===== config.mk =====
export PLATFORM = sky130hd
export DESIGN_NAME = mcod_front
export DESIGN_NICKNAME = d
export VERILOG_FILES = /design/src/rtl/mcod_pkg.sv /design/src/rtl/mcod_front.sv
export SDC_FILE = /design/constraint.sdc
export NUM_CORES = 1
export LEC_CHECK = 0
export ABC_AREA = 1
export BUFFER_PORTS_ARGS = -buffer_cell sky130_fd_sc_hd__buf_2
export CAP_MARGIN = 40
export CORE_AREA = 2 2 123 125
export DETAILED_ROUTE_END_ITERATION = 7
export DIE_AREA = 0 0 125 127
export GPL_ROUTABILITY_DRIVEN = 0
export PLACE_DENSITY = 0.58
export SLEW_MARGIN = 20
export SYNTH_ARGS = -nofsm -noshare
export SYNTH_HDL_FRONTEND = slang
export SYNTH_SLANG_ARGS = --single-unit
export TNS_END_PERCENT = 1

===== constraint.sdc =====
create_clock -name clk -period 4.3 [get_ports clk]
set_input_delay 0.43 -clock clk [delete_from_list [all_inputs] [get_ports clk]]
set_output_delay 0.43 -clock clk [all_outputs]
set_load 0.02 [all_outputs]

===== src/rtl/mcod_pkg.sv =====
// Shared types and constants for the matrix chain order block.
package mcod_pkg;

    localparam int MAX_MATRICES_DEF = 8;
    localparam int IDX_W = 4;
    localparam int COST_W = 63;
    localparam logic [COST_W-1:0] COST_SAT = {COST_W{1'b1}};

    typedef struct packed {
        logic [15:0] dimension;
        logic        final_dimension;
    } in_item_t;

    typedef struct packed {
        logic [IDX_W-1:0]  first_matrix;
        logic [IDX_W-1:0]  final_matrix;
        logic [COST_W-1:0] min_cost;
        logic [IDX_W-1:0]  best_split;
        logic              chain_error;
        logic              final_result;
    } out_item_t;

    // Job handed from the loader to the solver.
    typedef struct packed {
        logic             bad;
        logic [IDX_W-1:0] n;
    } job_t;

endpackage


===== src/rtl/mcod_front.sv =====
// Loader: stores dimensions, classifies the chain, hands a job to the solver.
module mcod_front #(
    parameter int MAX_MATRICES = mcod_pkg::MAX_MATRICES_DEF
) (
    input  logic               clk,
    input  logic               rst_n,
    input  mcod_pkg::in_item_t in_item,
    input  logic               in_valid,
    output logic               in_ready,
    output mcod_pkg::job_t     job,
    output logic               job_valid,
    input  logic               job_ready,
    output logic [15:0]        dims [MAX_MATRICES+1]
);
    import mcod_pkg::*;

    localparam int DEPTH = MAX_MATRICES + 1;

    logic [IDX_W-1:0] count_reg;
    logic             over_reg;
    logic             job_valid_reg;
    job_t             job_reg;
    logic [15:0]      dim_reg [DEPTH];
    logic             take;

    // Stall loading while a job waits: the solver reads the store directly.
    assign in_ready  = !job_valid_reg && job_ready;
    assign take      = in_valid && in_ready;
    assign job       = job_reg;
    assign job_valid = job_valid_reg;
    assign dims      = dim_reg;

    always_ff @(posedge clk)
    begin
        if (take && count_reg < IDX_W'(DEPTH))
        begin
            dim_reg[count_reg] <= in_item.dimension;
        end
    end

    always_ff @(posedge clk or negedge rst_n)
    begin
        if (!rst_n)
        begin
            count_reg     <= '0;
            over_reg      <= 1'b0;
            job_valid_reg <= 1'b0;
            job_reg       <= '0;
        end
        else
        begin
            if (job_valid_reg)
            begin
                job_valid_reg <= 1'b0;
            end
            if (take)
            begin
                logic [IDX_W-1:0] cnt_next;
                logic             over_next;
                cnt_next  = count_reg;
                over_next = over_reg;
                if (count_reg < IDX_W'(DEPTH))
                begin
                    cnt_next = count_reg + 1'b1;
                end
                else
                begin
                    over_next = 1'b1;
                end
                if (in_item.final_dimension)
                begin
                    job_reg.bad   <= over_next || cnt_next < IDX_W'(2);
                    job_reg.n     <= cnt_next - 1'b1;
                    job_valid_reg <= 1'b1;
                    count_reg     <= '0;
                    over_reg      <= 1'b0;
                end
                else
                begin
                    count_reg <= cnt_next;
                    over_reg  <= over_next;
                end
            end
        end
    end

endmodule


Word level (Yosys, flattened, before mapping):

Cells that the tools add are included.
W data, S select, Z words.

* $lt $le $gt $ge: 4
* mux-type cells: 11
* multipliers: 0
* div/mod/pow operators: 0
* shifts and indexed selects: 0
* eq/ne operators: 0
* $add $sub $neg: 2
* reduce and logical (&&, ||, !) cells: 7
* bitwise operators: 1

Operators with widths (count)
* $bwmux W144: 1
* $demux W16 S4: 1
* $mux W16: 1
* $mux W4: 3
* $ge A5 B5 Y1 const B: 1
* $lt A5 B1 Y1 const B: 1
* $mux W1: 5
* $not A4 Y5: 1
* $add A4 B1 Y4 const B: 1
* $logic_and A1 B1 Y1: 4
* $lt A4 B2 Y1 const B: 1
* $lt A4 B4 Y1 const B: 1
* $sub A4 B1 Y4 const B: 1
* $reduce_and A2 Y1: 1
* $logic_not A1 Y1: 1
* $logic_or A1 B1 Y1: 1

* memory bits (writable): 0
* latch bits: 0
* output and inout bits: 151
* memories kept: 0
* input port bits: 21
* ROM bits: 0
* logic and storage cells: 39
* bits in registers: 155

Longest topological paths before layout:

Gate-level depths: netlist of the first run.

* depth after elaboration: 6
* mapped depth: 11
* mapped depth without buffers: 11

Least setup slack after synthesis of the first run:

Ideal clock, no wire load.

* path kind: flip-flop to flip-flop
* from: register job_valid_reg, in the netlist job_valid
* to: register dim_reg (netlist bit dims[0]), enable pin
* path slack: 1165 ps
* path buffers: 0
* arrival: 2705 ps
* cell stages (with the launch flop): 6
* cells stage by stage: dfrtp_1 nor2_2 nand2_1 inv_2 nand2_2 nor4_1

* cells in the longest elaborated chain, start to end: 4

RTL lines
* start, declared: line mcod_front.sv:21 `logic job_valid_reg;`
* start signal, assigned: line mcod_front.sv:47 `job_valid_reg <= 1'b0;`
* start signal, assigned: line mcod_front.sv:54 `job_valid_reg <= 1'b0;`
* start signal, assigned: line mcod_front.sv:74 `job_valid_reg <= 1'b1;`
* $logic_not A1 Y1: line mcod_front.sv:27 `assign in_ready = !job_valid_reg && job_ready;`
* $logic_and A1 B1 Y1: line mcod_front.sv:27
* named net in_ready: line mcod_front.sv:9 `output logic in_ready,`
* $logic_and A1 B1 Y1: line mcod_front.sv:28 `assign take = in_valid && in_ready;`
* $logic_and A1 B1 Y1: line mcod_front.sv:35 `if (take && count_reg < IDX_W'(DEPTH))`
* end signal, assigned by index: line mcod_front.sv:37 `dim_reg[count_reg] <= in_item.dimension;`
* end, declared: line mcod_front.sv:23 `logic [15:0] dim_reg [DEPTH];`

The timed path passes the listed nets, and every way through them passes these cells.
A chain may end at the register's enable or synchronous reset.

Worst setup path after layout of the first run:

* from: register count_reg[0]
* to: register dim_reg (netlist bit dims[61]), enable pin

* cells in the longest elaborated chain, start to end: 2

RTL lines
* start, declared: line mcod_front.sv:19 `logic [IDX_W-1:0] count_reg;`
* start signal, assigned: line mcod_front.sv:80 `count_reg <= cnt_next;`
* $lt A4 B4 Y1: line mcod_front.sv:35
* $logic_and A1 B1 Y1: line mcod_front.sv:35

Every way passes these cells.

==> flow_metrics.env, run 1 <==
export IMPL_cpMostUsedCell="nand2_2"
export IMPL_ys_seq_elements=155
export IMPL_mostFrequentLayoutCells="171 x buf_2, 144 x edfxtp_1, 25 x nand2_1, 17 x clkbuf_16"
export IMPL_dp_hpwl_um=8280
export IMPL_peakVddDrop_v=0.000243
export IMPL_syn_cell_area_um2=5030
export IMPL_r2r_setup_slack_ns=1.89
export IMPL_power_w=0.00361
export IMPL_critPathArrivalTime_ns=2.52
export IMPL_die_w_um=125
export IMPL_fmaxAchievable_mhz=415
export IMPL_synth_fa_ha_area_frac=0.0149
export IMPL_gr_usage_all_layers=0.157
export IMPL_ys_seq_area_frac=0.914
export IMPL_status="completed"
export IMPL_pin_count=172
export IMPL_grt_pass1_wl_um=17800
export IMPL_grt_pass1_vias=2885
export IMPL_dr_total_vias=2860
export IMPL_cts_num_sinks=155
export IMPL_synth_top_family_by_area="simple AND/OR/NAND/NOR gates"
export IMPL_portBuffers=171
export IMPL_hold_viol=0
export IMPL_synth_xor_area_frac=0
export IMPL_rsz0062_at_grt="false"
export IMPL_drt_wl_total_um=12400
export IMPL_n_antenna_cell=0
export IMPL_synthMuxAreaShare=0
export IMPL_crit_path_cell_trace="inv_1, ha_1, nand2_4, nand2_2, nand2_2, nor3_2, buf_4"
export IMPL_crit_fanout=9
export IMPL_clk_pin_slew_ns=0.06
export IMPL_fillers=1228
export IMPL_tightest_slew_ns=0.728
export IMPL_slowest_stage="nor3_2"
export IMPL_clock_root_buffer="clkbuf_16"
export IMPL_drt_iter0_drc=241
export IMPL_end_kind="register"
export IMPL_max_stage_delay_ns=0.60
export IMPL_grt_max_degree=17
export IMPL_slew_headroom=0.512
export IMPL_antenna_found_initial=0
export IMPL_grt_remaining_overflow=0
export IMPL_tns_ns=0
export IMPL_final_setup_viol_count=0
export IMPL_drv_cap=0
export IMPL_wl_per_cell_um=19.5
export IMPL_initial_core_util=0.349
export IMPL_largest_reg_flops=144
export IMPL_synth_avg_cell_area_um2=21.3
export IMPL_postSynthCellCount=236
export IMPL_cts_made_buffers=17
export IMPL_drt_pass1_iter_count=4
export IMPL_final_nets=465
export IMPL_yosys_area_share_simple=0.0512
export IMPL_fin_crit_ns=2.41
export IMPL_layout_commonest_cell="buf_2"
export IMPL_fp_dieH_um=127
export IMPL_drv_slew=0
export IMPL_critical_path_class="register to register"
export IMPL_fin_skew_ns=0.0106
export IMPL_cts_max_level=4
export IMPL_core_um2=14400
export IMPL_area_growth_syn_to_layout_pct=36.8
export IMPL_ant_nets=0
export IMPL_cp_num_buf_inv=2
export IMPL_syn_nets=263
export IMPL_clk_latency_ns=0.42
export IMPL_path_delay_family="simple AND/OR/NAND/NOR gates"
export IMPL_hold_class="primary input to register"
export IMPL_synth_compound_area_share=0.00821
export IMPL_cts_tree="built"
export IMPL_fin_crit_sh=0.560
export IMPL_die_area_um2=15900
export IMPL_rows=44
export IMPL_p_leak_nw=2.72
export IMPL_yosysWarnings=0
export IMPL_drcViolationCount=0
export IMPL_via_per_inst=4.52
export IMPL_start_kind="register"
export IMPL_drive_above_1_share=0.521
export IMPL_synth_distinct_cells=20
export IMPL_powerDensity_nw_per_um2=524
export IMPL_worstPathRequired_ns=4.42
export IMPL_cts_buffer_depth=2
-- cells in the mapped netlist --
master / n / share of area
edfxtp_1: 144 / 0.86
nand2_1: 25 / 0.019
dfrtp_1: 11 / 0.055
inv_1: 9 / 0.0067
nand3_1: 8 / 0.0080
nor3_1: 8 / 0.0080
ha_1: 6 / 0.015
inv_2: 6 / 0.0045
nand2_2: 5 / 0.0062
o22ai_1: 3 / 0.0037
o21ai_1: 2 / 0.0020
a211oi_1: 1 / 0.0015
a21oi_1: 1 / 0.00099
nand2_4: 1 / 0.0022
nand3b_1: 1 / 0.0015
nand4_1: 1 / 0.0012
nor2_1: 1 / 0.00075
nor2_2: 1 / 0.0012
nor2_4: 1 / 0.0022
nor4_1: 1 / 0.0012
-- through the flow --
stage / hold WS, ns / instances / utilization / cell area (µm²) / setup WS (ns)
after floorplan: 0.134 / 236 / - / 5030 / 1.16
after global placement: 0.307 / 600 / 0.432 / 6230 / 1.93
after detailed placement: 0.316 / 600 / 0.432 / 6230 / 1.75
after CTS: 0.257 / 631 / 0.476 / 6860 / 1.73
after global routing: 0.265 / 633 / 0.477 / 6880 / 1.69
final: 0.283 / 633 / 0.477 / 6880 / 1.89
-- logic make-up (layout without fill, tap and decap cells) --
family / after synthesis / after routing
fa+ha+maj: 6 / 6
compound gates: 7 / 7
buf+inv: 15 / 228
flops: 155 / 155
simple gates: 53 / 53
-- layout make-up --
cell class / instances / area (µm²) / share of cell area
clock buffer: 17 / 425 / 0.0618
clock inverter: 13 / 199 / 0.0289
inverter: 15 / 56.3 / 0.00818
multi-input combinational: 66 / 420 / 0.0611
sequential: 155 / 4600 / 0.669
tap: 184 / 230 / 0.0335
timing repair buffer: 183 / 948 / 0.138
-- worst min-delay path, stage by stage --
cell and delay [ns]:
buf_2 0.10, inv_2 0.07, nor2_4 0.06
-- per-layer routing --
layer / up-vias / GRT usage / routed length, µm
li1: 1296 / - / -
met1: 1430 / 0.208 / 5460
met2: 124 / 0.236 / 5850
met3: 10 / 0.0649 / 941
met4: 0 / 0.0529 / 104
met5: - / 0 / 0
-- power by group --
part,internal (W),switching [W],total (W)
Combinational,0.0000814,0.000199,0.000281
Clock,0.00102,0.000570,0.00159
Sequential,0.00171,0.0000276,0.00174
Total,0.00281,0.000797,0.00361
-- what timing repair did --
action	CTS	global route
buffers inserted	0	0
setup endpoints to repair	0	0
gates resized for setup	0	0
hold buffers	1	0
endpoints found under the hold margin	11	0
-- worst paths after layout --
| kind | cells after the start | endpoint | startpoint |
|---|---|---|---|
| max reg2reg | 7 | dims[61] | count_reg[0] |
| max in group asynchronous | 2 | job[1] | rst_n |
| max | 7 | dims[61] | count_reg[0] |
| min | 3 | job_valid | in_item[0] |
| min in group asynchronous | 2 | job[3] | rst_n |
| min reg2reg | 2 | job[3] | job[3] |
Note: power is estimated with default switching activity, not from simulation.
==> run 2: changes to the inputs <==
--- a/config.mk
+++ b/config.mk
@@ -5,14 +5,14 @@
 export SDC_FILE = /design/constraint.sdc
 export NUM_CORES = 1
 export LEC_CHECK = 0
-export ABC_AREA = 1
+export ABC_AREA = 0
 export BUFFER_PORTS_ARGS = -buffer_cell sky130_fd_sc_hd__buf_2
 export CAP_MARGIN = 40
-export CORE_AREA = 2 2 123 125
+export CORE_AREA = 2 2 124 126
 export DETAILED_ROUTE_END_ITERATION = 7
-export DIE_AREA = 0 0 125 127
+export DIE_AREA = 0 0 126 128
 export GPL_ROUTABILITY_DRIVEN = 0
-export PLACE_DENSITY = 0.58
+export PLACE_DENSITY = 0.57
 export SLEW_MARGIN = 20
 export SYNTH_ARGS = -nofsm -noshare
 export SYNTH_HDL_FRONTEND = slang
==> constraint.sdc (replaced) <==
create_clock -name clk -period 2.3 [get_ports clk]
set_input_delay 0.23 -clock clk [delete_from_list [all_inputs] [get_ports clk]]
set_output_delay 0.23 -clock clk [all_outputs]
set_load 0.02 [all_outputs]
==> flow_metrics.env, run 2 <==
export IMPL_rr_endpoint="job[2]"
export IMPL_cts_made_buffers=17
export IMPL_drv_slew=0
export IMPL_final_seq_area_um2=4600
export IMPL_ys_seq_area_frac=0.901
export IMPL_drt_iter0_drc=133
export IMPL_hold_class="primary input to register"
export IMPL_min_to="count_reg[2]"
export IMPL_fp_dieH_um=128
export IMPL_cts_num_sinks=155
export IMPL_tns_ns=0
export IMPL_pin_count=172
export IMPL_clk_pin_slew_ns=0.06
export IMPL_fillers=1290
export IMPL_grt_max_degree=17
export IMPL_synth_edf_count=144
export IMPL_synthTopCellsByCount="144 x edfxtp_1, 11 x dfrtp_1, 8 x nand2_1"
export IMPL_grt_remaining_overflow=0
export IMPL_final_setup_viol_count=0
export IMPL_core_um2=14900
export IMPL_syn_cell_area_um2=5100
export IMPL_dp_hpwl_um=7830
export IMPL_rows=45
export IMPL_worstPathRequired_ns=2.63
export IMPL_clock_root_buffer="clkbuf_16"
export IMPL_gr_usage_all_layers=0.144
export IMPL_post_place_ws_ns=0.137
export IMPL_die_w_um=126
export IMPL_fin_crit_ns=2.14
export IMPL_tightest_slew_ns=0.518
export IMPL_critPathArrivalTime_ns=2.47
export IMPL_clk_latency_ns=0.41
export IMPL_r2r_start="count_reg[0]"
export IMPL_hp_start="in_item[0]"
export IMPL_power_w=0.00652
export IMPL_grt_pass1_vias=2766
export IMPL_wl_per_cell_um=18.5
export IMPL_synth_area_top_cells="edfxtp_1 85%, dfrtp_1 5.4%, ha_1 1.5%"
export IMPL_powerDensity_nw_per_um2=944
export IMPL_area_growth_syn_to_layout_pct=35.4
export IMPL_drcViolationCount=0
export IMPL_drt_wl_total_um=11600
export IMPL_r2r_setup_slack_ns=0.16
export IMPL_synth_distinct_cells=34
export IMPL_hold_viol=0
export IMPL_worstHoldPathCells=2
export IMPL_cts_tree="built"
export IMPL_antenna_found_initial=0
export IMPL_syn_nets=252
export IMPL_fin_crit_sh=0.929
export IMPL_synth_avg_cell_area_um2=22.7
export IMPL_fmaxAchievable_mhz=468
export IMPL_status="completed"
export IMPL_drt_pass1_iter_count=4
export IMPL_fin_skew_ns=0.00534
export IMPL_worst_slack_ns=0.163
export IMPL_critical_path_class="register to register"
export IMPL_ys_flop_type="edfxtp_1"
export IMPL_slew_headroom=0.655
export IMPL_cts_buffer_depth=2
export IMPL_p_leak_nw=2.68
export IMPL_drive_above_1_share=0.505
export IMPL_multi_input_area_um2=478
export IMPL_end_kind="register"
export IMPL_ys_seq_elements=155
export IMPL_cts_max_level=4
export IMPL_ant_nets=0
export IMPL_largest_reg_flops=144
export IMPL_final_nets=454
export IMPL_layout_commonest_cell="buf_2"
export IMPL_worstRegToRegCells=8
export IMPL_mostFrequentLayoutCells="171 x buf_2, 144 x edfxtp_1, 17 x clkbuf_16, 12 x buf_4, 10 x dfrtp_1"
export IMPL_peakVddDrop_v=0.000491
export IMPL_die_area_um2=16100
export IMPL_crit_start="count_reg[0]"
export IMPL_initial_core_util=0.343
export IMPL_async_reset_ff_frac=0.0710
export IMPL_via_per_inst=4.46
export IMPL_drv_cap=0
export IMPL_postSynthCellCount=225
export IMPL_yosysMostFrequentCell="edfxtp_1"
export IMPL_dpl_cell_count=595
export IMPL_grt_pass1_wl_um=16800
export IMPL_synthDominantCellAreaShare=0.847
export IMPL_dr_total_vias=2801
export IMPL_start_kind="register"
export IMPL_yosysWarnings=0
export IMPL_crit_fanout=6
export IMPL_synth_largest_area_cell="edfxtp_1"
export IMPL_fin_cells=628
export IMPL_rsz0062_at_grt="false"
export IMPL_portBuffers=171
export IMPL_n_antenna_cell=0
## run 2: changes by cell type after synthesis, sizes merged, moves of 5 or more
cell   delta
inv      -12
nand2    -23
nand3     -6
nor3      -6
and2      +8
a31oi     +5
## run 2: worst max-delay path by stage
stage / to / depth (start not counted)
4_1_cts: job[2] / 9
3_3_place_gp: job[2] / 9
2_1_floorplan: dims[0] / 3
6_report: job[2] / 8
3_5_place_dp: job[2] / 9
5_1_grt: job[2] / 8
## run 2: stage by stage
stage	cell area [µm²]	utilization	hold WS, ns
6_report	6910	0.465	0.0573
5_1_grt	6910	0.465	0.0576
4_1_cts	6910	0.465	0.0433
3_5_place_dp	6290	0.423	0.118
3_3_place_gp	6290	0.423	0.110
2_1_floorplan	5110	-	-0.0656
## run 2: layout make-up
cell class | instances | share of cell area
Sequential cell | 155 | 0.666
Timing Repair Buffer | 185 | 0.141
Multi-Input combinational cell | 64 | 0.0691
Clock buffer | 19 | 0.0626
Tap cell | 188 | 0.0340
Clock inverter | 13 | 0.0253
Inverter | 4 | 0.00217
## run 2: critical path, cell delays in order, from the launching register on
cell and delay (ns):
dfrtp_2 0.44, inv_1 0.17, ha_1 0.30, nand2b_1 0.15, nand2_1 0.15, a21oi_1 0.09
ha_1 0.20, or3_1 0.37, a31oi_1 0.18
## run 2: routing by layer
| metal | wire (µm) | vias to the layer above | track usage |
|---|---|---|---|
| met5 | 0 | - | 0 |
| met4 | 144 | 0 | 0.0504 |
| met3 | 907 | 13 | 0.0488 |
| met2 | 5750 | 134 | 0.238 |
| met1 | 4830 | 1368 | 0.179 |
| li1 | - | 1286 | - |
## run 2: power by group
group          total [W]  leakage (nW)  internal (W)  switching (W)
sequential       0.00321          1.44       0.00318      0.0000354
clock            0.00282         0.293       0.00180        0.00101
combinational   0.000494         0.949      0.000169       0.000325
total            0.00652          2.68       0.00515        0.00137
## run 2: logic make-up after synthesis
family | Yosys count | synth area share
compound gates | 19 | 0.0267
simple gates | 37 | 0.0461
mux | 1 | 0.00221
buf+inv | 6 | 0.00735
xor+xnor | 1 | 0.00172
fa+ha+maj | 6 | 0.0147
flops | 155 | 0.901
## run 2: what timing repair did
action	in CTS	in global routing
hold buffers	1	0
gates resized for setup	0	1
setup buffers	0	0
hold endpoints to repair	11	0
endpoints found under the setup margin	0	1
==> run 3: changes to the inputs <==
--- a/config.mk
+++ b/config.mk
@@ -12,6 +12,7 @@
 export DETAILED_ROUTE_END_ITERATION = 7
 export DIE_AREA = 0 0 126 128
 export GPL_ROUTABILITY_DRIVEN = 0
+export GPL_TIMING_DRIVEN = 0
 export PLACE_DENSITY = 0.57
 export SLEW_MARGIN = 20
 export SYNTH_ARGS = -nofsm -noshare
==> flow_metrics.env, run 3 (synthesis results as in run 2) <==
export IMPL_tightest_slew_ns=0.584
export IMPL_die_area_um2=16100
export IMPL_largest_reg_flops=144
export IMPL_final_setup_viol_count=0
export IMPL_layout_commonest_cell="buf_2"
export IMPL_die_w_um=126
export IMPL_drv_cap=0
export IMPL_mostFrequentLayoutCells="171 x buf_2, 144 x edfxtp_1, 17 x clkbuf_16, 9 x dfrtp_1, 8 x nand2_1"
export IMPL_grt_max_degree=17
export IMPL_drcViolationCount=0
export IMPL_peakVddDrop_v=0.000488
export IMPL_fp_dieH_um=128
export IMPL_tns_ns=0
export IMPL_worstRegToRegCells=5
export IMPL_hold_viol=0
export IMPL_grt_pass1_vias=2687
export IMPL_fin_crit_sh=0.918
export IMPL_clk_latency_ns=0.42
export IMPL_pin_count=172
export IMPL_rows=45
export IMPL_crit_fanout=9
export IMPL_via_per_inst=4.49
export IMPL_ant_nets=0
export IMPL_grt_pass1_wl_um=16500
export IMPL_crit_start="job_valid"
export IMPL_n_antenna_cell=0
export IMPL_cts_made_buffers=17
export IMPL_worstPathRequired_ns=2.42
export IMPL_r2r_start="job_valid"
export IMPL_dr_total_vias=2803
export IMPL_cts_buffer_depth=2
export IMPL_area_growth_syn_to_layout_pct=35.7
export IMPL_final_nets=450
export IMPL_r2r_setup_slack_ns=0.19
export IMPL_cts_setup_buffers=0
export IMPL_powerDensity_nw_per_um2=936
export IMPL_portBuffers=171
export IMPL_fin_crit_ns=2.11
export IMPL_status="completed"
export IMPL_wl_per_cell_um=18.1
export IMPL_rsz0062_at_grt="false"
export IMPL_critical_path_class="register to register"
export IMPL_drt_wl_total_um=11300
export IMPL_gr_usage_all_layers=0.143
export IMPL_cts_max_level=4
export IMPL_cts_num_sinks=155
export IMPL_initial_core_util=0.343
export IMPL_drt_pass1_iter_count=4
export IMPL_start_kind="register"
export IMPL_core_um2=14900
export IMPL_fin_cells=624
export IMPL_cts_tree="built"
export IMPL_fmaxAchievable_mhz=474
export IMPL_slew_headroom=0.609
export IMPL_p_leak_nw=2.67
export IMPL_drt_iter0_drc=222
export IMPL_grt_remaining_overflow=0
export IMPL_post_place_ws_ns=-0.0339
export IMPL_clock_root_buffer="clkbuf_16"
export IMPL_antenna_found_initial=0
export IMPL_hold_class="primary input to register"
export IMPL_drv_slew=0
export IMPL_setup_worst_path_end="dims[141]"
export IMPL_clk_pin_slew_ns=0.06
export IMPL_drive_above_1_share=0.516
export IMPL_critPathArrivalTime_ns=2.23
export IMPL_dpl_cell_count=591
export IMPL_dp_hpwl_um=7790
export IMPL_worst_slack_ns=0.190
export IMPL_fin_skew_ns=0.00651
export IMPL_rr_endpoint="dims[141]"
export IMPL_end_kind="register"
[run 3: changes by cell type in the layout (fill, tap and decap cells not counted), moves of 2 or more]
cell,before,now
buf_6,0,2
inv_6,0,4
buf_4,12,0
buf_8,0,7
clkinv_4,3,1
[run 3: layout make-up]
class / count / area [µm²]
multi-input cells: 64 / 484
flip-flops and latches: 155 / 4600
clock buffers: 18 / 429
inverters: 4 / 15.0
repair buffers: 179 / 971
plain buffers: 2 / 22.5
well taps: 188 / 235
clock inverters: 14 / 168
fillers: 1296 / 7940
[run 3: worst max-delay path: stages, from the launching register on]
cell	delay (ns)
dfrtp_1	0.39
nor2b_1	0.15
nand2_1	0.22
nor3_1	0.33
and2_1	0.50
buf_8	0.22
[run 3: power by group]
| part | switching [W] | internal, W |
|---|---|---|
| Sequential | 0.0000436 | 0.00318 |
| Combinational | 0.000317 | 0.000165 |
| Clock | 0.00107 | 0.00171 |
[run 3: repair_timing]
action	CTS	global route
setup endpoints to repair	10	18
gates cloned	0	0
gates resized for setup	1	5
hold endpoints to repair	11	0
hold buffers	1	0
[run 3: how the worst min path moves through the flow]
stage                   end       start  cells after the start  slack, ns
3_3_place_gp      job_valid       rst_n                      1       0.11
5_1_grt        count_reg[2]  in_item[0]                      2       0.04
6_report       count_reg[2]  in_item[0]                      2       0.06
2_1_floorplan  count_reg[0]       rst_n                      0      -0.07
3_5_place_dp         job[2]       rst_n                      1       0.12
4_1_cts        count_reg[2]  in_item[0]                      2       0.04
[run 3: through the flow]
step	hold slack, ns	total power, W	utilization	area (µm²)
2_1_floorplan	-0.0656	0.00356	-	5110
4_1_cts	0.0361	0.00655	0.466	6920
3_3_place_gp	0.106	0.00373	0.417	6200
5_1_grt	0.0404	0.00673	0.466	6930
3_5_place_dp	0.115	0.00376	0.425	6310
6_report	0.0630	0.00648	0.466	6930
[run 3: layer usage]
metal,up-vias,GRT usage,part of all wire
li1,1284,-,-
met1,1385,0.186,0.43
met2,124,0.220,0.48
met3,10,0.0597,0.076
met4,0,0.0485,0.011
met5,-,0,0
